==> config.mk <==
export PLATFORM = sky130hd
export DESIGN_NAME = display_buffer_slot_queue
export DESIGN_NICKNAME = d
export VERILOG_FILES = /design/src/rtl/core/dbsq_pkg.sv /design/src/rtl/core/display_buffer_slot_queue.sv /design/src/rtl/core/dbsq_ram.sv
export SDC_FILE = /design/constraint.sdc
export NUM_CORES = 2
export LEC_CHECK = 0
export BUFFER_PORTS_ARGS = -buffer_cell sky130_fd_sc_hd__buf_4
export CORE_MARGIN = 2
export CORE_UTILIZATION = 57
export CTS_CLUSTER_DIAMETER = 150
export DETAILED_ROUTE_END_ITERATION = 10
export GPL_TIMING_DRIVEN = 0
export PLACE_DENSITY = 0.71
export SLEW_MARGIN = 20
export SYNTH_ARGS = -nofsm -noshare
export SYNTH_HDL_FRONTEND = slang
export SYNTH_SLANG_ARGS = --single-unit
==> constraint.sdc <==
create_clock -name clk -period 11.9 [get_ports clk]
set_input_delay 0.595 -clock clk [delete_from_list [all_inputs] [get_ports clk]]
set_output_delay 0.595 -clock clk [all_outputs]
set_load 0.01 [all_outputs]
==> src/rtl/core/dbsq_pkg.sv <==
`timescale 1ns / 1ps
// ----------------------------------------------------------------------------
// dbsq_pkg
// Shared types, codes and field layouts for the display buffer slot queue.
// ----------------------------------------------------------------------------
package dbsq_pkg;

	localparam int DEF_MAX_ENTRIES = 16;

	localparam int CMD_W    = 3;
	localparam int STATUS_W = 3;
	localparam int SLOT_W   = 6;
	localparam int DIM_W    = 16;
	localparam int XFORM_W  = 8;
	localparam int CROP_W   = 16;
	localparam int ESTATE_W = 2;

	localparam int IN_W         = SLOT_W + 2 * DIM_W + XFORM_W + 4 * CROP_W;
	localparam int OUT_W        = IN_W + 1;
	localparam int TDATA_W      = ((OUT_W + 7) / 8) * 8;
	localparam int OUT_WAKE_BIT = OUT_W - 1;

	localparam logic [CMD_W-1:0] CMD_ADD     = 3'd0;
	localparam logic [CMD_W-1:0] CMD_DEQUEUE = 3'd1;
	localparam logic [CMD_W-1:0] CMD_REQUEST = 3'd2;
	localparam logic [CMD_W-1:0] CMD_QUEUE   = 3'd3;
	localparam logic [CMD_W-1:0] CMD_ACQUIRE = 3'd4;
	localparam logic [CMD_W-1:0] CMD_RELEASE = 3'd5;

	localparam logic [STATUS_W-1:0] STAT_OK      = 3'd0;
	localparam logic [STATUS_W-1:0] STAT_NONE    = 3'd1;
	localparam logic [STATUS_W-1:0] STAT_UNKNOWN = 3'd2;
	localparam logic [STATUS_W-1:0] STAT_WRONG   = 3'd3;
	localparam logic [STATUS_W-1:0] STAT_FULL    = 3'd4;

	localparam logic [ESTATE_W-1:0] ES_FREE     = 2'd0;
	localparam logic [ESTATE_W-1:0] ES_DEQUEUED = 2'd1;
	localparam logic [ESTATE_W-1:0] ES_QUEUED   = 2'd2;
	localparam logic [ESTATE_W-1:0] ES_ACQUIRED = 2'd3;

	typedef struct packed {
		logic signed [CROP_W-1:0] crop_bottom;
		logic signed [CROP_W-1:0] crop_right;
		logic signed [CROP_W-1:0] crop_top;
		logic signed [CROP_W-1:0] crop_left;
		logic [XFORM_W-1:0]       transform;
		logic [DIM_W-1:0]         height;
		logic [DIM_W-1:0]         width;
		logic [SLOT_W-1:0]        slot;
	} in_item_t;

	typedef struct packed {
		logic                     wake;
		logic signed [CROP_W-1:0] crop_bottom;
		logic signed [CROP_W-1:0] crop_right;
		logic signed [CROP_W-1:0] crop_top;
		logic signed [CROP_W-1:0] crop_left;
		logic [XFORM_W-1:0]       transform;
		logic [DIM_W-1:0]         height;
		logic [DIM_W-1:0]         width;
		logic [SLOT_W-1:0]        slot;
	} result_t;

	typedef struct packed {
		logic signed [CROP_W-1:0] crop_bottom;
		logic signed [CROP_W-1:0] crop_right;
		logic signed [CROP_W-1:0] crop_top;
		logic signed [CROP_W-1:0] crop_left;
		logic [XFORM_W-1:0]       transform;
		logic [DIM_W-1:0]         height;
		logic [DIM_W-1:0]         width;
		logic [ESTATE_W-1:0]      state;
		logic [SLOT_W-1:0]        slot;
	} entry_t;

endpackage

==> src/rtl/core/display_buffer_slot_queue.sv <==
`timescale 1ns / 1ps
// ----------------------------------------------------------------------------
// display_buffer_slot_queue
// Table of display buffer entries in insertion order, driven by six commands.
// ----------------------------------------------------------------------------
// One command is taken at a time and answered with exactly one result. An add
// writes its new entry and loads the output register without walking the table.
// The other commands walk the table from its first entry through a single RAM
// read port and one shared comparator, reading and then comparing each entry
// visited. A new command is accepted while the previous result still waits in
// the output register.
module display_buffer_slot_queue #(
	parameter int MAX_ENTRIES = dbsq_pkg::DEF_MAX_ENTRIES
) (
	input  logic                         clk,
	input  logic                         arst_n,
	input  logic                         s_tvalid,
	output logic                         s_tready,
	// slot, width, height, transform, crop_left, crop_top, crop_right,
	// crop_bottom, zero fill
	input  logic [dbsq_pkg::TDATA_W-1:0] s_tdata,
	// cmd
	input  logic [dbsq_pkg::CMD_W-1:0]   s_tuser,
	output logic                         m_tvalid,
	input  logic                         m_tready,
	// out_slot, out_width, out_height, out_transform, out_crop_left,
	// out_crop_top, out_crop_right, out_crop_bottom, wake, zero fill
	output logic [dbsq_pkg::TDATA_W-1:0] m_tdata,
	// status
	output logic [dbsq_pkg::STATUS_W-1:0] m_tuser
);

	localparam int CW = $clog2(MAX_ENTRIES + 1);
	localparam int IW = (MAX_ENTRIES > 1) ? $clog2(MAX_ENTRIES) : 1;
	localparam int EW = $bits(dbsq_pkg::entry_t);
	localparam int KW = dbsq_pkg::ESTATE_W + 2 * dbsq_pkg::DIM_W;

	localparam logic [2:0] S_IDLE  = 3'd0;
	localparam logic [2:0] S_START = 3'd1;
	localparam logic [2:0] S_RD    = 3'd2;
	localparam logic [2:0] S_CMP   = 3'd3;
	localparam logic [2:0] S_DONE  = 3'd4;

	logic [2:0]                     state_q;
	logic [dbsq_pkg::CMD_W-1:0]     cmd_q;
	dbsq_pkg::in_item_t             req_q;
	logic [CW-1:0]                  count_q;
	logic [CW-1:0]                  idx_q;
	logic [dbsq_pkg::STATUS_W-1:0]  stat_q;
	dbsq_pkg::result_t              res_q;
	logic                           m_tvalid_q;
	logic [dbsq_pkg::STATUS_W-1:0]  m_stat_q;
	dbsq_pkg::result_t              m_res_q;

	logic                           wr_en;
	logic [IW-1:0]                  wr_addr;
	dbsq_pkg::entry_t               wr_ent;
	logic [EW-1:0]                  rd_raw;
	dbsq_pkg::entry_t               rd_ent;
	logic [KW-1:0]                  cmp_a;
	logic [KW-1:0]                  cmp_b;
	logic                           hit;
	logic                           ent_ok;
	logic                           full;
	logic                           out_free;

	assign rd_ent   = dbsq_pkg::entry_t'(rd_raw);
	assign full     = (count_q == CW'(MAX_ENTRIES));
	assign out_free = !m_tvalid_q || m_tready;

	// Shared key comparator used by every table scan.
	always_comb begin
		case (cmd_q)
			dbsq_pkg::CMD_DEQUEUE: begin
				cmp_a = {rd_ent.state, rd_ent.height, rd_ent.width};
				cmp_b = {dbsq_pkg::ES_FREE, req_q.height, req_q.width};
			end
			dbsq_pkg::CMD_ACQUIRE: begin
				cmp_a = {rd_ent.state, {(2 * dbsq_pkg::DIM_W){1'b0}}};
				cmp_b = {dbsq_pkg::ES_QUEUED, {(2 * dbsq_pkg::DIM_W){1'b0}}};
			end
			default: begin
				cmp_a = {{(KW - dbsq_pkg::SLOT_W){1'b0}}, rd_ent.slot};
				cmp_b = {{(KW - dbsq_pkg::SLOT_W){1'b0}}, req_q.slot};
			end
		endcase
		hit = (cmp_a == cmp_b);
		ent_ok = (rd_ent.state == ((cmd_q == dbsq_pkg::CMD_RELEASE) ?
			dbsq_pkg::ES_ACQUIRED : dbsq_pkg::ES_DEQUEUED));
	end

	always_comb begin
		wr_en   = 1'b0;
		wr_addr = idx_q[IW-1:0];
		wr_ent  = rd_ent;
		case (state_q)
			S_START: begin
				if (cmd_q == dbsq_pkg::CMD_ADD && !full) begin
					wr_en        = 1'b1;
					wr_addr      = count_q[IW-1:0];
					wr_ent       = '0;
					wr_ent.slot  = req_q.slot;
					wr_ent.width = req_q.width;
					wr_ent.height = req_q.height;
					wr_ent.state = dbsq_pkg::ES_FREE;
				end
			end
			S_CMP: begin
				if (idx_q != count_q && hit) begin
					case (cmd_q)
						dbsq_pkg::CMD_DEQUEUE: begin
							wr_en        = 1'b1;
							wr_ent.state = dbsq_pkg::ES_DEQUEUED;
						end
						dbsq_pkg::CMD_ACQUIRE: begin
							wr_en        = 1'b1;
							wr_ent.state = dbsq_pkg::ES_ACQUIRED;
						end
						dbsq_pkg::CMD_QUEUE: begin
							wr_en              = ent_ok;
							wr_ent.state       = dbsq_pkg::ES_QUEUED;
							wr_ent.transform   = req_q.transform;
							wr_ent.crop_left   = req_q.crop_left;
							wr_ent.crop_top    = req_q.crop_top;
							wr_ent.crop_right  = req_q.crop_right;
							wr_ent.crop_bottom = req_q.crop_bottom;
						end
						dbsq_pkg::CMD_RELEASE: begin
							wr_en        = ent_ok;
							wr_ent.state = dbsq_pkg::ES_FREE;
						end
						default: begin
							wr_en = 1'b0;
						end
					endcase
				end
			end
			default: begin
				wr_en = 1'b0;
			end
		endcase
	end

	dbsq_ram #(
		.WIDTH(EW),
		.DEPTH(MAX_ENTRIES)
	) u_ram (
		.clk    (clk),
		.wr_en  (wr_en),
		.wr_addr(wr_addr),
		.wr_data(wr_ent),
		.rd_addr(idx_q[IW-1:0]),
		.rd_data(rd_raw)
	);

	always_ff @(posedge clk or negedge arst_n) begin
		if (!arst_n) begin
			m_tvalid_q <= 1'b0;
		end else if (state_q == S_DONE && out_free) begin
			m_tvalid_q <= 1'b1;
		end else if (m_tready) begin
			m_tvalid_q <= 1'b0;
		end
	end

	always_ff @(posedge clk or negedge arst_n) begin
		if (!arst_n) begin
			state_q    <= S_IDLE;
			count_q    <= '0;
			idx_q      <= '0;
			cmd_q      <= dbsq_pkg::CMD_ADD;
			req_q      <= '0;
			stat_q     <= dbsq_pkg::STAT_OK;
			res_q      <= '0;
			m_stat_q   <= dbsq_pkg::STAT_OK;
			m_res_q    <= '0;
		end else begin
			case (state_q)
				S_IDLE: begin
					if (s_tvalid) begin
						cmd_q    <= s_tuser;
						req_q    <= dbsq_pkg::in_item_t'(s_tdata[dbsq_pkg::IN_W-1:0]);
						state_q  <= S_START;
					end
				end
				S_START: begin
					idx_q <= '0;
					res_q <= dbsq_pkg::result_t'({(cmd_q == dbsq_pkg::CMD_ADD && !full),
						{(dbsq_pkg::OUT_W - 1 - dbsq_pkg::SLOT_W){1'b0}}, req_q.slot});
					case (cmd_q)
						dbsq_pkg::CMD_ADD: begin
							if (full) begin
								stat_q <= dbsq_pkg::STAT_FULL;
							end else begin
								stat_q     <= dbsq_pkg::STAT_OK;
								count_q    <= count_q + CW'(1);
							end
							state_q <= S_DONE;
						end
						dbsq_pkg::CMD_DEQUEUE, dbsq_pkg::CMD_REQUEST, dbsq_pkg::CMD_QUEUE,
						dbsq_pkg::CMD_ACQUIRE, dbsq_pkg::CMD_RELEASE: begin
							stat_q  <= dbsq_pkg::STAT_WRONG;
							state_q <= S_RD;
						end
						default: begin
							stat_q  <= dbsq_pkg::STAT_WRONG;
							state_q <= S_DONE;
						end
					endcase
				end
				S_RD: begin
					if (idx_q == count_q) begin
						if (cmd_q == dbsq_pkg::CMD_DEQUEUE || cmd_q == dbsq_pkg::CMD_ACQUIRE) begin
							stat_q <= dbsq_pkg::STAT_NONE;
						end else begin
							stat_q <= dbsq_pkg::STAT_UNKNOWN;
						end
						state_q <= S_DONE;
					end else begin
						state_q <= S_CMP;
					end
				end
				S_CMP: begin
					if (hit) begin
						state_q <= S_DONE;
						case (cmd_q)
							dbsq_pkg::CMD_DEQUEUE: begin
								stat_q     <= dbsq_pkg::STAT_OK;
								res_q.slot <= rd_ent.slot;
							end
							dbsq_pkg::CMD_ACQUIRE: begin
								stat_q            <= dbsq_pkg::STAT_OK;
								res_q.slot        <= rd_ent.slot;
								res_q.width       <= rd_ent.width;
								res_q.height      <= rd_ent.height;
								res_q.transform   <= rd_ent.transform;
								res_q.crop_left   <= rd_ent.crop_left;
								res_q.crop_top    <= rd_ent.crop_top;
								res_q.crop_right  <= rd_ent.crop_right;
								res_q.crop_bottom <= rd_ent.crop_bottom;
							end
							dbsq_pkg::CMD_REQUEST: begin
								if (ent_ok) begin
									stat_q       <= dbsq_pkg::STAT_OK;
									res_q.slot   <= rd_ent.slot;
									res_q.width  <= rd_ent.width;
									res_q.height <= rd_ent.height;
								end
							end
							dbsq_pkg::CMD_QUEUE: begin
								if (ent_ok) begin
									stat_q <= dbsq_pkg::STAT_OK;
								end
							end
							dbsq_pkg::CMD_RELEASE: begin
								if (ent_ok) begin
									stat_q     <= dbsq_pkg::STAT_OK;
									res_q.wake <= 1'b1;
								end
							end
							default: begin
								stat_q <= dbsq_pkg::STAT_WRONG;
							end
						endcase
					end else begin
						idx_q   <= idx_q + CW'(1);
						state_q <= S_RD;
					end
				end
				S_DONE: begin
					if (out_free) begin
						m_stat_q   <= stat_q;
						m_res_q    <= res_q;
						state_q    <= S_IDLE;
					end
				end
				default: begin
					state_q <= S_IDLE;
				end
			endcase
		end
	end

	assign s_tready = (state_q == S_IDLE);
	assign m_tvalid = m_tvalid_q;
	assign m_tuser  = m_stat_q;
	assign m_tdata  = {{(dbsq_pkg::TDATA_W - dbsq_pkg::OUT_W){1'b0}}, m_res_q};

endmodule

==> src/rtl/core/dbsq_ram.sv <==
`timescale 1ns / 1ps
// ----------------------------------------------------------------------------
// dbsq_ram
// Generic single-write, single-read RAM with a registered read port.
// ----------------------------------------------------------------------------
module dbsq_ram #(
	parameter int WIDTH = 8,
	parameter int DEPTH = 16,
	localparam int AW = (DEPTH > 1) ? $clog2(DEPTH) : 1
) (
	input  logic             clk,
	input  logic             wr_en,
	input  logic [AW-1:0]    wr_addr,
	input  logic [WIDTH-1:0] wr_data,
	input  logic [AW-1:0]    rd_addr,
	output logic [WIDTH-1:0] rd_data
);

	logic [WIDTH-1:0] mem_q [DEPTH];

	always_ff @(posedge clk) begin
		if (wr_en) begin
			mem_q[wr_addr] <= wr_data;
		end
		rd_data <= mem_q[rd_addr];
	end

endmodule

==> run summary <==
FP Rows = 141
worst vdd ir = 0.1625 mV
number of distinct library cells after synthesis = 54
WP buf/inv = 6
Clock Skew = 0.05068 ns
Sum Neg Setup Slack = 0 ns
Leak Pwr = 0.03460 uW
Syn Nets = 3,946
Logic pwr share = 0.232
post-route clock period utilization = 0.4316
post-synthesis sequential area ratio = 0.7667
TritonCTS Buffers = 214
WS Path Type = register to register
Mapped Area = 84,700 sq um
post-layout util = 0.6824
vias in the first global route = 43,740
Placement Cell Area = 92,260 sq um
most common cell in the netlist = edfxtp_1
outcome = complete, no violations
final-report setup violation count = 0
Setup crit end kind = register
synth top area cells = edfxtp_1 64%, mux4_2 15%, dfrtp_1 10%
FILL cells = 8,864
Port Buffers = 232
Synth Instances = 3,824
synth cell count leaders = 1,792 x edfxtp_1, 560 x mux4_2, 355 x dfrtp_1
Crit Path Max Fanout = 17
TritonCTS clock tree = yes
Synth top area share = 0.6353
Largest stage delay, worst path = 0.82 ns
Die Ht = 389.5 microns
sw frac = 0.2899
largest net degree at the start of global routing = 102
CP required = 12.46 ns
CP max stage cell = nor2_4
chip width = 389.5 microns
global-route wire length before repair = 307.6 mm
H-tree level count = 4
IO Pins = 236
vias per inst = 6.476
Final Hold Vio Count = 0
Area Growth Syn to Fin = 18.97%
fin area = 100,800 sq um
GRT Total Usage = 0.2866
share of layout cells above drive strength 1 = 0.3416
Yosys top cell by area = edfxtp_1
Clock transition at path regs = 0.07 ns
sequential share of power = 0.466
Switch Pwr = 6788 uW
DRT iter0 DRCs = 5,244
Main synth FF type = edfxtp_1
remaining antenna violation count = 0
Yosys reg bits = 2,259
grt ovf = 0
max_slew headroom = 0.1489
Root Buffer = clkbuf_16
routed len/inst = 32.30 microns
RSZ-0062 raised after global routing = false
DRC violations left = 0
max cap viols = 0
Clk Latency, worst-skew pair = 0.88 ns
DRT Pass-1 Iters = 6
Min Clock Period, post-route = 5.136 ns
Crit path max-delay family = buffers and inverters
critical path arrival = 5.69 ns
Slew @ Worst Pin = 1.277 ns
initial antenna violation count = 6
Cell Int Power = 16,630 uW
Fin Hold WS = 0.03117 ns
worst min path class = input pin to register
clock sinks = 2,259
Highest Clock Rate = 0.1947 GHz
Final Power = 23,420 uW
Final HPWL DP = 137.5 mm
Initial Util = 0.5736
nets = 4,637
fin. max-slew vios = 0
detailed-route via count = 43,000
CORE AREA = 147,700 sq um
PwrDens = 232.4 nW/um^2
Async S/R FF share, synth = 0.1571
gp weighted congestion = 0.8288
final wirelength = 214.4 mm
Yosys warnings = 0
Die Area = 151,700 sq um
Post-synth EDFFs = 1,792
Clock power frac = 0.301
CP Cell Sequence = buf_2, buf_2, nor3_1, a21oi_1, nor3_2, clkbuf_1, a31oi_1, nor2_4, buf_16, buf_12, buf_12
Avg Inst Size Synth = 22.15 sq um
startpoint types = register
clk buf depth = 3
-- through the flow --
step / worst slack (ns) / instances
4_1_cts: 6.886 / 6636
6_report: 6.764 / 6639
3_3_place_gp: -3.097 / 5986
5_1_grt: 6.543 / 6638
2_1_floorplan: 4.587 / 3824
3_5_place_dp: 6.919 / 6121
-- repair_timing --
item	4_1_cts	5_1_grt
buffers inserted	0	0
hold endpoints to repair	281	0
hold buffers	107	0
gates resized for setup	0	0
-- logic make-up after synthesis --
group	after synthesis	share of synthesized area
flip-flops	2259	0.7667
multiplexers	793	0.1798
AND/OR/NAND/NOR	252	0.01378
AO/OA/AOI/OAI	247	0.02386
buffers and inverters	227	0.01103
XOR/XNOR	42	0.004343
adder cells (fa/ha/maj)	3	0.0004432
other	1	0.00004427
-- final timing paths --
| path | end | slack [ns] | depth (start not counted) | from |
|---|---|---|---|---|
| worst min register to register | res_q[95]$_DFFE_PN0P_ | 0.48 | 1 | u_ram.rd_data[97]$_DFF_P_ |
| max in group asynchronous | req_q[58]$_DFFE_PN0P_ | 10.57 | 4 | arst_n |
| worst max register to register | u_ram.mem_q[4][62]$_DFFE_PP_ | 6.76 | 11 | cmd_q[2]$_DFFE_PN0P_ |
| worst max-delay path | u_ram.mem_q[4][62]$_DFFE_PP_ | 6.76 | 11 | cmd_q[2]$_DFFE_PN0P_ |
| min in group asynchronous | m_tdata[2]$_DFFE_PN0P_ | 0.38 | 3 | arst_n |
| worst min-delay path | req_q[1]$_DFFE_PN0P_ | 0.03 | 2 | s_tdata[1] |
-- metal layers --
layer / global-route usage / vias up / share of wire
met1: 0.4012 / 22770 / 0.38
li1: - / 17260 / -
met4: 0.09972 / 4 / 0.036
met2: 0.4490 / 2509 / 0.48
met5: 0 / - / 0.00014
met3: 0.06905 / 455 / 0.10
-- placed cells by master, fill, tap and decap left out, types with 53 or more instances in the layout --
cell	n
edfxtp_1	1792
mux4_2	560
dfrtp_1	355
buf_4	236
mux2_2	229
clkbuf_16	214
a22o_1	176
clkbuf_1	166
nand2_1	127
dfxtp_1	112
dlygate4sd3_1	107
buf_16	77
clkbuf_2	53
-- power groups by stage --
stage                     logic [uW]  clock network [uW]  registers (uW)
final                           5440                7050           10900
after detailed placement        5330                   0           11100
after global routing            5790                7430           11000
after global placement          4990                   0           11100
after floorplan                 3460                   0           10800
after CTS                       5400                7110           10900
-- area by class of cell --
cell class	count	area, sq um	area share
Buffer	216	973.4	0.009660
Tap cell	1930	2415	0.02396
Clock buffer	304	6043	0.05997
Sequential cell	2259	64940	0.6444
Timing Repair Buffer	475	6055	0.06008
Clock inverter	104	1326	0.01316
Multi-Input combinational cell	1338	18970	0.1883
Antenna cell	2	5.005	0.00004967
Inverter	11	41.29	0.0004097
-- registers in the layout (all words and copies together) (netlist names) --
name,cells
u_ram.rd_data,112
cmd_q,3
m_tvalid,1
stat_q,3
m_tdata,111
res_q,111
u_ram.mem_q,1792
count_q,5
m_tuser,3
req_q,110
state_q,3
idx_q,5
No activity file was read; power rests on OpenSTA's default activity.
